`src/rtl/sawarq_pkg.sv`:
```
package sawarq_pkg;

    localparam int QUEUE_DEPTH_DEF = 16;
    localparam int CHUNK_BYTES_DEF = 496;

    localparam int OP_W     = 2;
    localparam int IDX_W    = 32;
    localparam int SEQ_W    = 16;
    localparam int LEN_W    = 16;
    localparam int TICK_W   = 32;
    localparam int SIZE_W   = 11;
    localparam int CFG_IDX_W  = 1;
    localparam int CFG_DATA_W = 32;

    localparam logic [TICK_W-1:0] RETRY_RESET      = 32'd500;
    localparam logic              TIMEOUT_EN_RESET = 1'b1;
    localparam logic [SIZE_W-1:0] COUNT_PKT_SIZE   = 11'd4;

    localparam logic KIND_ACK  = 1'b0;
    localparam logic KIND_DATA = 1'b1;

    typedef enum logic [OP_W-1:0] {
        OP_RECV = 2'd0,
        OP_POLL = 2'd1,
        OP_ENQ  = 2'd2
    } t_op;

    typedef enum logic [CFG_IDX_W-1:0] {
        CFG_RETRY_TIMEOUT = 1'd0,
        CFG_TIMEOUT_EN    = 1'd1
    } t_cfg_idx;

    typedef struct packed {
        logic push;
        logic pop;
    } t_q_ctrl;

    typedef struct packed {
        logic empty;
        logic full;
    } t_q_stat;

endpackage

```
`src/rtl/sawarq_len_queue.sv`:
```
module sawarq_len_queue import sawarq_pkg::*; #(
    parameter int QUEUE_DEPTH = QUEUE_DEPTH_DEF
) (
    input  logic             i_clk,
    input  logic             i_rst_n,
    input  t_q_ctrl          i_ctrl,
    input  logic [LEN_W-1:0] i_push_len,
    output t_q_stat          o_stat,
    output logic [LEN_W-1:0] o_head_len
);

    localparam int AW = (QUEUE_DEPTH > 1) ? $clog2(QUEUE_DEPTH) : 1;
    localparam int CW = $clog2(QUEUE_DEPTH + 1);

    logic [LEN_W-1:0] r_mem [QUEUE_DEPTH];
    logic [AW-1:0]    r_head;
    logic [AW-1:0]    n_head;
    logic [CW-1:0]    r_count;
    logic [CW-1:0]    n_count;
    logic [CW:0]      tail_sum;
    logic [AW-1:0]    wr_addr;
    logic [LEN_W-1:0] r_head_len;

    assign tail_sum = (CW+1)'(r_head) + (CW+1)'(r_count);
    assign wr_addr  = (tail_sum >= (CW+1)'(QUEUE_DEPTH)) ?
                      AW'(tail_sum - (CW+1)'(QUEUE_DEPTH)) : AW'(tail_sum);

    always_comb begin
        n_head  = r_head;
        n_count = r_count;
        if (i_ctrl.pop) begin
            n_head = (r_head == AW'(QUEUE_DEPTH - 1)) ? '0 : r_head + 1'b1;
        end
        if (i_ctrl.push && !i_ctrl.pop) begin
            n_count = r_count + 1'b1;
        end else if (i_ctrl.pop && !i_ctrl.push) begin
            n_count = r_count - 1'b1;
        end
    end

    always_ff @(posedge i_clk) begin
        if (!i_rst_n) begin
            r_head  <= '0;
            r_count <= '0;
        end else begin
            r_head  <= n_head;
            r_count <= n_count;
        end
    end

    // read the next head every cycle; forward a write to the same entry
    always_ff @(posedge i_clk) begin
        if (i_ctrl.push) begin
            r_mem[wr_addr] <= i_push_len;
        end
        if (i_ctrl.push && wr_addr == n_head) begin
            r_head_len <= i_push_len;
        end else begin
            r_head_len <= r_mem[n_head];
        end
    end

    assign o_stat.empty = (r_count == '0);
    assign o_stat.full  = (r_count == CW'(QUEUE_DEPTH));
    assign o_head_len   = r_head_len;

endmodule

```
`src/rtl/stop_and_wait_fragment_arq.sv`:
```
// Channel   Handshake                 Payload
// in        i_in_valid / o_in_ready   i_operation .. i_now_tick
// out       o_out_valid / i_out_ready o_out_kind .. o_payload_size
// cfg       i_cfg_valid / o_cfg_ready i_cfg_index, i_cfg_data
//
// One item per cycle while the skid stage is empty; its result is registered in the output stage.
// Queue head length comes from a registered memory read of the next head, with write forwarding.
// Synchronous reset clears control state, not queue memory or output data; no clearing pass is needed.
// A stalled output parks one result in a skid stage; input stalls only while it is full.
module stop_and_wait_fragment_arq import sawarq_pkg::*; #(
    parameter int QUEUE_DEPTH = QUEUE_DEPTH_DEF,
    parameter int CHUNK_BYTES = CHUNK_BYTES_DEF
) (
    input  logic                  i_clk,
    input  logic                  i_rst_n,
    input  logic                  i_in_valid,
    output logic                  o_in_ready,
    input  logic [OP_W-1:0]       i_operation,
    input  logic                  i_is_ack,
    input  logic [IDX_W-1:0]      i_pkt_index,
    input  logic [SEQ_W-1:0]      i_pkt_seq,
    input  logic [SEQ_W-1:0]      i_pkt_count_word,
    input  logic [LEN_W-1:0]      i_message_length,
    input  logic [TICK_W-1:0]     i_now_tick,
    output logic                  o_out_valid,
    input  logic                  i_out_ready,
    output logic                  o_out_kind,
    output logic [IDX_W-1:0]      o_out_index,
    output logic [SEQ_W-1:0]      o_out_seq,
    output logic [SEQ_W-1:0]      o_fragment_total,
    output logic [LEN_W-1:0]      o_payload_offset,
    output logic [SIZE_W-1:0]     o_payload_size,
    input  logic                  i_cfg_valid,
    output logic                  o_cfg_ready,
    input  logic [CFG_IDX_W-1:0]  i_cfg_index,
    input  logic [CFG_DATA_W-1:0] i_cfg_data
);

    localparam int SUM_W     = LEN_W + 1;
    localparam int CHUNK_LOG = $clog2(CHUNK_BYTES);
    localparam int DIV_SHIFT = SUM_W + CHUNK_LOG;
    localparam int DIV_MULT  = ((2 ** DIV_SHIFT) + CHUNK_BYTES - 1) / CHUNK_BYTES;
    localparam int PROD_W    = DIV_SHIFT + SUM_W;
    localparam int OFF_W     = SEQ_W + CHUNK_LOG + 1;

    typedef struct packed {
        logic              kind;
        logic [IDX_W-1:0]  index;
        logic [SEQ_W-1:0]  seq;
        logic [SEQ_W-1:0]  total;
        logic [LEN_W-1:0]  offset;
        logic [SIZE_W-1:0] size;
    } t_result;

    logic              accept;
    t_op               op;
    t_q_ctrl           q_ctrl;
    t_q_stat           q_stat;
    logic [LEN_W-1:0]  head_len;

    logic [TICK_W-1:0] r_retry;
    logic              r_timeout_en;
    logic              r_awaiting;
    logic              n_awaiting;
    logic [IDX_W-1:0]  r_send_index;
    logic [IDX_W-1:0]  n_send_index;
    logic [SEQ_W-1:0]  r_send_seq;
    logic [SEQ_W-1:0]  n_send_seq;
    logic [SEQ_W-1:0]  r_send_total;
    logic [SEQ_W-1:0]  n_send_total;
    logic [OFF_W-1:0]  r_send_off;
    logic [OFF_W-1:0]  n_send_off;
    logic [TICK_W-1:0] r_sent_tick;
    logic [TICK_W-1:0] n_sent_tick;
    logic [IDX_W-1:0]  r_recv_index;
    logic [IDX_W-1:0]  n_recv_index;
    logic [SEQ_W-1:0]  r_recv_seq;
    logic [SEQ_W-1:0]  n_recv_seq;
    logic [SEQ_W-1:0]  r_recv_total;
    logic [SEQ_W-1:0]  n_recv_total;

    logic [SUM_W-1:0]  len_sum;
    logic [PROD_W-1:0] div_prod;
    logic [SEQ_W-1:0]  div_total;
    logic              off_in_msg;
    logic [LEN_W-1:0]  frag_rem;
    logic [SIZE_W-1:0] frag_size;
    logic [SEQ_W-1:0]  recv_total_eff;

    logic              res_valid;
    t_result           res;
    logic              r_out_valid;
    t_result           r_out;
    logic              r_skid_valid;
    t_result           r_skid;
    logic              out_free;

    sawarq_len_queue #(
        .QUEUE_DEPTH (QUEUE_DEPTH)
    ) u_queue (
        .i_clk      (i_clk),
        .i_rst_n    (i_rst_n),
        .i_ctrl     (q_ctrl),
        .i_push_len (i_message_length),
        .o_stat     (q_stat),
        .o_head_len (head_len)
    );

    assign accept = i_in_valid && o_in_ready;
    assign op     = t_op'(i_operation);

    // ceil(len / chunk) by reciprocal multiply
    assign len_sum   = SUM_W'(head_len) + SUM_W'(CHUNK_BYTES - 1);
    assign div_prod  = PROD_W'(len_sum) * PROD_W'(DIV_MULT);
    assign div_total = div_prod[DIV_SHIFT +: SEQ_W];

    assign off_in_msg = (r_send_off < OFF_W'(head_len));
    assign frag_rem   = head_len - r_send_off[LEN_W-1:0];
    assign frag_size  = !off_in_msg ? '0 :
                        (frag_rem > LEN_W'(CHUNK_BYTES)) ? SIZE_W'(CHUNK_BYTES) :
                        SIZE_W'(frag_rem);

    assign recv_total_eff = (r_recv_seq == '0) ? i_pkt_count_word : r_recv_total;

    always_comb begin
        n_awaiting   = r_awaiting;
        n_send_index = r_send_index;
        n_send_seq   = r_send_seq;
        n_send_total = r_send_total;
        n_send_off   = r_send_off;
        n_sent_tick  = r_sent_tick;
        n_recv_index = r_recv_index;
        n_recv_seq   = r_recv_seq;
        n_recv_total = r_recv_total;
        q_ctrl       = '0;
        res_valid    = 1'b0;
        res          = '0;
        if (accept) begin
            unique case (op)
                OP_RECV: begin
                    if (i_is_ack) begin
                        if (!q_stat.empty && r_awaiting && r_send_index == i_pkt_index &&
                            r_send_seq == i_pkt_seq) begin
                            n_awaiting = 1'b0;
                            if (r_send_seq == r_send_total) begin
                                n_send_seq   = '0;
                                n_send_index = r_send_index + 1'b1;
                                n_send_off   = '0;
                                q_ctrl.pop   = 1'b1;
                            end else begin
                                n_send_seq = r_send_seq + 1'b1;
                                n_send_off = (r_send_seq == '0) ? '0 :
                                             r_send_off + OFF_W'(CHUNK_BYTES);
                            end
                        end
                    end else if (r_recv_index == i_pkt_index && r_recv_seq == i_pkt_seq) begin
                        res_valid    = 1'b1;
                        res.kind     = KIND_ACK;
                        res.index    = r_recv_index;
                        res.seq      = r_recv_seq;
                        n_recv_total = recv_total_eff;
                        if (r_recv_seq == recv_total_eff) begin
                            n_recv_seq   = '0;
                            n_recv_index = r_recv_index + 1'b1;
                        end else begin
                            n_recv_seq = r_recv_seq + 1'b1;
                        end
                    end
                end
                OP_POLL: begin
                    if (!q_stat.empty) begin
                        if (!r_awaiting) begin
                            res_valid = 1'b1;
                            res.kind  = KIND_DATA;
                            res.index = r_send_index;
                            if (r_send_seq == '0) begin
                                n_send_total = div_total;
                                res.total    = div_total;
                                res.size     = COUNT_PKT_SIZE;
                            end else begin
                                res.seq    = r_send_seq;
                                res.offset = r_send_off[LEN_W-1:0];
                                res.size   = frag_size;
                            end
                            n_awaiting = 1'b1;
                            if (r_timeout_en) begin
                                n_sent_tick = i_now_tick;
                            end
                        end else if (r_timeout_en &&
                                     (i_now_tick - r_sent_tick) >= r_retry) begin
                            n_awaiting = 1'b0;
                        end
                    end
                end
                OP_ENQ: begin
                    if (!q_stat.full) begin
                        q_ctrl.push = 1'b1;
                    end
                end
                default: begin
                end
            endcase
        end
    end

    always_ff @(posedge i_clk) begin
        if (!i_rst_n) begin
            r_retry      <= RETRY_RESET;
            r_timeout_en <= TIMEOUT_EN_RESET;
            r_awaiting   <= 1'b0;
            r_send_index <= '0;
            r_send_seq   <= '0;
            r_send_total <= '0;
            r_send_off   <= '0;
            r_sent_tick  <= '0;
            r_recv_index <= '0;
            r_recv_seq   <= '0;
            r_recv_total <= '0;
        end else begin
            r_awaiting   <= n_awaiting;
            r_send_index <= n_send_index;
            r_send_seq   <= n_send_seq;
            r_send_total <= n_send_total;
            r_send_off   <= n_send_off;
            r_sent_tick  <= n_sent_tick;
            r_recv_index <= n_recv_index;
            r_recv_seq   <= n_recv_seq;
            r_recv_total <= n_recv_total;
            if (i_cfg_valid && o_cfg_ready) begin
                unique case (t_cfg_idx'(i_cfg_index))
                    CFG_RETRY_TIMEOUT: r_retry      <= i_cfg_data[TICK_W-1:0];
                    CFG_TIMEOUT_EN:    r_timeout_en <= i_cfg_data[0];
                    default: begin
                    end
                endcase
            end
        end
    end

    // output register with one skid entry
    assign out_free = !r_out_valid || i_out_ready;

    always_ff @(posedge i_clk) begin
        if (!i_rst_n) begin
            r_out_valid  <= 1'b0;
            r_skid_valid <= 1'b0;
        end else if (out_free) begin
            r_out_valid  <= res_valid || r_skid_valid;
            r_skid_valid <= 1'b0;
        end else if (res_valid) begin
            r_skid_valid <= 1'b1;
        end
    end

    always_ff @(posedge i_clk) begin
        if (out_free) begin
            r_out <= r_skid_valid ? r_skid : res;
        end else if (res_valid) begin
            r_skid <= res;
        end
    end

    assign o_in_ready       = !r_skid_valid;
    assign o_cfg_ready      = 1'b1;
    assign o_out_valid      = r_out_valid;
    assign o_out_kind       = r_out.kind;
    assign o_out_index      = r_out.index;
    assign o_out_seq        = r_out.seq;
    assign o_fragment_total = r_out.total;
    assign o_payload_offset = r_out.offset;
    assign o_payload_size   = r_out.size;

endmodule

```
`config.mk`:
```
export PLATFORM = sky130hd
export DESIGN_NAME = stop_and_wait_fragment_arq
export DESIGN_NICKNAME = d
export VERILOG_FILES = /design/src/rtl/sawarq_pkg.sv /design/src/rtl/sawarq_len_queue.sv /design/src/rtl/stop_and_wait_fragment_arq.sv
export SDC_FILE = /design/constraint.sdc
export NUM_CORES = 1
export LEC_CHECK = 0
export BUFFER_PORTS_ARGS = -buffer_cell sky130_fd_sc_hd__buf_2
export CORE_AREA = 8 8 231 344
export CTS_CLUSTER_DIAMETER = 100
export DETAILED_ROUTE_END_ITERATION = 8
export DIE_AREA = 0 0 239 352
export PLACE_DENSITY = 0.58
export SLEW_MARGIN = 40
export SYNTH_ARGS = -nofsm -noshare
export SYNTH_HDL_FRONTEND = slang
export SYNTH_SLANG_ARGS = --single-unit
```
`constraint.sdc`:
```
create_clock -name i_clk -period 8.95 [get_ports i_clk]
set_input_delay 0.895 -clock i_clk [delete_from_list [all_inputs] [get_ports i_clk]]
set_output_delay 0.895 -clock i_clk [all_outputs]
set_load 0.1 [all_outputs]
```
After elaboration in Yosys (flattened, before gate mapping)
Memory sizes are Yosys's and may differ from the RTL's. A register that Yosys moved wholly into a read port is not among the register bits.
Index checks and enable logic that the tools add are counted.
{"block": "classes", "n_lt_le_gt_ge": 4, "addsub": 13, "n_mul": 1, "muxes": 45, "n_reduce_logical": 32, "eq_ne": 13, "bitwise": 6}
{"op": "92-bit 2-to-1 mux", "count": 4}
{"op": "49-bit one-hot mux with 2 select lines", "count": 1}
{"op": "48-bit 2-to-1 mux", "count": 2}
{"op": "16-bit 2-to-1 mux", "count": 5}
{"op": "32-bit by 1-bit adder with 32-bit output (second input constant)", "count": 2}
{"op": "32-bit equality test", "count": 2}
{"op": "26-bit 2-to-1 mux", "count": 2}
{"op": "16-bit equality test", "count": 3}
{"op": "43-bit 2-to-1 mux", "count": 1}
{"op": "17-bit by 18-bit multiplier with 35-bit output (second input constant)", "count": 1}
{"op": "11-bit 2-to-1 mux", "count": 3}
{"op": "16-bit by 1-bit adder with 16-bit output (second input constant)", "count": 2}
{"op": "32-bit greater-or-equal comparator", "count": 1}
{"op": "16-bit logical NOT", "count": 2}
{"op": "32-bit subtractor", "count": 1}
{"op": "26-bit by 9-bit adder with 26-bit output (second input constant)", "count": 1}
{"op": "26-bit by 16-bit less-than comparator with 1-bit output", "count": 1}
{"op": "5-bit AND reduction", "count": 5}
{"op": "1-bit 2-to-1 mux", "count": 18}
{"op": "16-bit by 9-bit adder with 17-bit output (second input constant)", "count": 1}
{"op": "16-bit by 9-bit equality test with 1-bit output", "count": 1}
{"op": "16-bit by 9-bit > comparator with 1-bit output (second input constant)", "count": 1}
{"op": "16-bit subtractor", "count": 1}
{"op": "4-bit 2-to-1 mux", "count": 3}
{"op": "25 further kinds", "count": 50}
{"block": "totals", "out_inout_bits": 95, "ff_bits": 408, "input_bits": 153, "mem_count": 1, "mem_bits_rw": 256, "word_cells": 142}
{"memory": "u_queue.r_mem", "words": 16, "word_bits": 16, "read_ports": 1, "rd_clocked_by_memory_dff": 1, "wr": 1, "line": "sawarq_len_queue.sv:15", "source": "logic [LEN_W-1:0] r_mem [QUEUE_DEPTH];"}

Depth between registers and ports, before layout
{"block": "logic_depth", "word_depth": 13, "ltp_mapped": 32, "mapped_depth_nobuf": 30}

Hierarchy
A second synthesis with hierarchy kept.
{"block": "unflattened", "cells_unflattened": 2923, "hier_area_um2": 33460.8}
{"mod": "stop_and_wait_fragment_arq", "cells_per_inst": 2424, "seq_area_each_um2": 9148.8, "area_each_um2": 22984.5, "n_inst": 1}
{"mod": "sawarq_len_queue", "cells_per_inst": 499, "seq_area_each_um2": 7947.6, "area_each_um2": 10476.3, "n_inst": 1}

Worst setup path before layout
Ideal clock, no wire load.
{"block": "synth_timing", "path_kind": "reg2reg", "start": "reg r_out_valid (netlist: o_out_valid)", "end": "reg r_skid[0] (netlist name) (enable)", "period_less_slack_ns": 7.908, "setup_time_ns": 0.550, "path_stages_with_launch": 3, "arrival_time_ns": 7.359, "t_required_ns": 8.400, "path_buffers": 0, "setup_slack_ns": 1.042, "path_cell_list": "dfxtp_1 > nand2b_1 > a21oi_1"}
{"block": "synth_via", "elab_chain_cells": 4}
{"item": "start: declaration", "line": "stop_and_wait_fragment_arq.sv:92", "source": "logic r_out_valid;"}
{"item": "start signal: assignment", "line": "stop_and_wait_fragment_arq.sv:248", "source": "r_out_valid <= res_valid || r_skid_valid;"}
{"item": "1-bit logical NOT", "line": "stop_and_wait_fragment_arq.sv:241", "source": "assign out_free = !r_out_valid || i_out_ready;"}
{"item": "1-bit logical OR", "line": "stop_and_wait_fragment_arq.sv:241"}
{"item": "named net out_free", "line": "stop_and_wait_fragment_arq.sv:96", "source": "logic out_free;"}
{"item": "1-bit NOT (no source line)"}
{"item": "2-bit AND reduction (no source line)"}
{"item": "end signal: assignment", "line": "stop_and_wait_fragment_arq.sv:259", "source": "r_skid <= res;"}
{"item": "end: declaration", "line": "stop_and_wait_fragment_arq.sv:95", "source": "t_result r_skid;"}
The timed path passes the listed nets, and every way through them passes these cells.
A chain may end at the register's enable or synchronous reset.

==> results.sh <==
export IMPL_area_growth_pct=13.6
export IMPL_clock_root_buffer="clkbuf_16"
export IMPL_htreeDepth=3
export IMPL_die_w_um=239
export IMPL_irDropWorstVdd_mv=0.117
export IMPL_dp_hpwl_um=66500
export IMPL_initial_utilization=0.446
export IMPL_rr_worst_depth=30
export IMPL_clock_path_buffers=3
export IMPL_hold_class="reg2reg"
export IMPL_fin_setup_tns_ns=0
export IMPL_cts_buffers=67
export IMPL_avgViaCountPerCell=5.46
export IMPL_synth_edf_count=420
export IMPL_final_common_cell="edfxtp_1"
export IMPL_path_delay_family="adder cells"
export IMPL_yosys_warnings=0
export IMPL_path_depth=30
export IMPL_grt_max_degree=113
export IMPL_critical_path_required_ns=9.32
export IMPL_rsz0062_at_grt="no"
export IMPL_clock_latency_ns=0.62
export IMPL_via_count=22500
export IMPL_layout_common_cells="edfxtp_1, nand2_1, buf_2"
export IMPL_postCtsSetupBuffers=0
export IMPL_port_buffers=239
export IMPL_p_seq_frac=0.479
export IMPL_hold_path_depth=2
export IMPL_clock_skew_ns=0.0311
export IMPL_nets=3466
export IMPL_slowest_stage="dfxtp_2"
export IMPL_critPathMaxStageDelay_ns=0.78
export IMPL_relSlewSlack=0.479
export IMPL_drc=0
export IMPL_worst_pin_slew_ns=0.771
export IMPL_synth_seq_area_share=0.515
export IMPL_slew_violations=0
export IMPL_avgSynthCellArea_um2=11.7
export IMPL_swShare=0.250
export IMPL_grt_pass1_wl_um=137000
export IMPL_clk_pin_slew_worst_paths_ns=0.07
export IMPL_worstSetupStartpointType="flop"
export IMPL_async_flop_share=0
export IMPL_arrival_ns=8.27
export IMPL_die_area_um2=84100
export IMPL_cell_internal_pwr_mw=4.99
export IMPL_gp_congestion=0.979
export IMPL_dr_pass1_iters=5
export IMPL_ios=248
export IMPL_core_area_um2=74500
export IMPL_track_usage=0.210
export IMPL_synth_area_um2=33200
export IMPL_min_period_ns=7.90
export IMPL_routed_wl_um=90100
export IMPL_wire_per_inst_um=21.8
export IMPL_ctsHoldBuffers=0
export IMPL_max_cap_violations=0
export IMPL_power_leakage_nw=15.2
export IMPL_p_per_area_nw_per_um2=177
export IMPL_synthFlopType="edfxtp_1"
export IMPL_antenna_found_initial=9
export IMPL_ant_nets=0
export IMPL_p_clk_frac=0.412
export IMPL_final_hold_viol_count=0
export IMPL_switchingPower_mw=1.67
export IMPL_status="finished, final reports clean"
export IMPL_path_class="reg2reg"
export IMPL_grt_overflow=0
export IMPL_crit_top_cell="ha_1"
export IMPL_synth_distinct_cells=72
export IMPL_crit_buf_inv=4
export IMPL_fin_util=0.506
export IMPL_setup_violations=0
export IMPL_cts_sink_count=644
export IMPL_hold_ws_ns=0.462
export IMPL_combPwrFrac=0.109
export IMPL_synth_seq_cells=644
export IMPL_grt_pass1_vias=23200
export IMPL_cp_end_kind="flop"
export IMPL_syn_inst=2843
export IMPL_drive_above_1_share=0.159
export IMPL_die_h_um=352
export IMPL_cts_tree="built"
export IMPL_path_max_fanout=25
export IMPL_drt_iter0_drc=1377
export IMPL_finalCritPeriodShare=0.883
export IMPL_cts_resized=0
export IMPL_rows=123
export IMPL_max_freq_mhz=127
[flip-flops by register name, indices dropped and copies added (netlist names), 22 cells and up, named ones only]
signal,cells
r_sent_tick,32
r_retry,32
r_send_off,22
r_send_index,32
r_skid,82
o_out_index,32
r_recv_index,32
u_queue.r_mem,256
[stage by stage]
stage / cells / worst slack [ns] / power (mW) / area (um^2)
4_1_cts: 4126 / 1.00 / 6.73 / 37700
5_1_grt: 4127 / 0.511 / 6.91 / 37700
3_5_place_dp: 4004 / 1.05 / 3.98 / 35500
2_1_floorplan: 2854 / 1.04 / 3.75 / 33200
6_report: 4129 / 1.05 / 6.66 / 37700
3_3_place_gp: 4004 / 1.16 / 3.96 / 35500
[layer usage]
layer | wire length, um | track usage | vias to the layer above
met3 | 4190 | 0.0277 | 203
met5 | 64 | 0 | -
met4 | 4260 | 0.105 | 10
met2 | 47100 | 0.383 | 643
met1 | 34500 | 0.238 | 11100
li1 | - | - | 10600
[worst min-delay path, delay by kind of cell, from the launching register on]
family | cells | cell delay, ns
flops | 1 | 0.31
compound gates | 1 | 0.06
simple gates | 1 | 0.04
[Yosys cell counts (5+ instances only)]
library cell | n | area share
ha_1 | 213 | 0.080
or3_1 | 18 | 0.0034
inv_1 | 182 | 0.021
a21boi_0 | 73 | 0.017
buf_2 | 8 | 0.0012
nand2_1 | 241 | 0.027
o211ai_1 | 10 | 0.0023
nor2_1 | 179 | 0.020
fa_1 | 27 | 0.016
nor2b_1 | 31 | 0.0058
a22oi_1 | 49 | 0.011
a21oi_1 | 68 | 0.010
nor3_1 | 37 | 0.0056
mux2i_1 | 39 | 0.012
buf_1 | 10 | 0.0011
nand3b_1 | 5 | 0.0011
a31oi_1 | 7 | 0.0013
clkbuf_1 | 104 | 0.012
and2_1 | 75 | 0.014
o21ai_0 | 48 | 0.0072
nand4_1 | 48 | 0.0090
nand3_1 | 61 | 0.0092
and3_1 | 31 | 0.0058
edfxtp_1 | 420 | 0.38
mux4_2 | 79 | 0.054
xor2_1 | 107 | 0.028
nand2b_1 | 15 | 0.0028
dfxtp_1 | 224 | 0.14
o21a_1 | 15 | 0.0034
nor4_1 | 35 | 0.0066
xnor2_1 | 179 | 0.047
a21o_1 | 106 | 0.024
buf_4 | 11 | 0.0025
and4_1 | 10 | 0.0026
o21bai_1 | 7 | 0.0016
[final cells by class]
cell class	instances	area, um^2
clock inverters	34	313
repair buffers	284	1540
inverters	182	683
multi-input cells	1894	15000
diodes	3	7.51
fillers	6731	36800
clock buffers	88	1820
well taps	1000	1250
flip-flops and latches	644	17100
[power groups by stage]
stage | Combinational, mW | Sequential [mW] | Clock (mW)
final | 0.726 | 3.19 | 2.74
after global placement | 0.705 | 3.25 | 0
after CTS | 0.733 | 3.19 | 2.81
after global routing | 0.812 | 3.19 | 2.91
after detailed placement | 0.729 | 3.26 | 0
after floorplan | 0.442 | 3.31 | 0
[cell families (layout without fill, tap and decap cells)]
| group | Yosys count | after routing | synth area share |
|---|---|---|---|
| buffers and inverters | 316 | 588 | 0.0375 |
| AND/OR/NAND/NOR | 808 | 808 | 0.119 |
| AO/OA/AOI/OAI | 426 | 426 | 0.0890 |
| multiplexers | 121 | 121 | 0.0665 |
| flip-flops | 644 | 644 | 0.515 |
| other | 2 | 16 | 0.000226 |
| adder cells (fa/ha/maj) | 240 | 240 | 0.0966 |
| XOR/XNOR | 286 | 286 | 0.0755 |
[final timing paths]
check,startpoint,end,slack (ns)
setup / recovery,flop,o_fragment_total[8]$_DFFE_PP_,1.05
hold / removal,r_sent_tick[7]$_SDFFE_PN0P_,r_sent_tick[7]$_SDFFE_PN0P_,0.46
hold reg to reg,r_sent_tick[7]$_SDFFE_PN0P_,r_sent_tick[7]$_SDFFE_PN0P_,0.46
setup reg to reg,flop,o_fragment_total[8]$_DFFE_PP_,1.05
No activity file was read; power rests on OpenSTA's default activity.
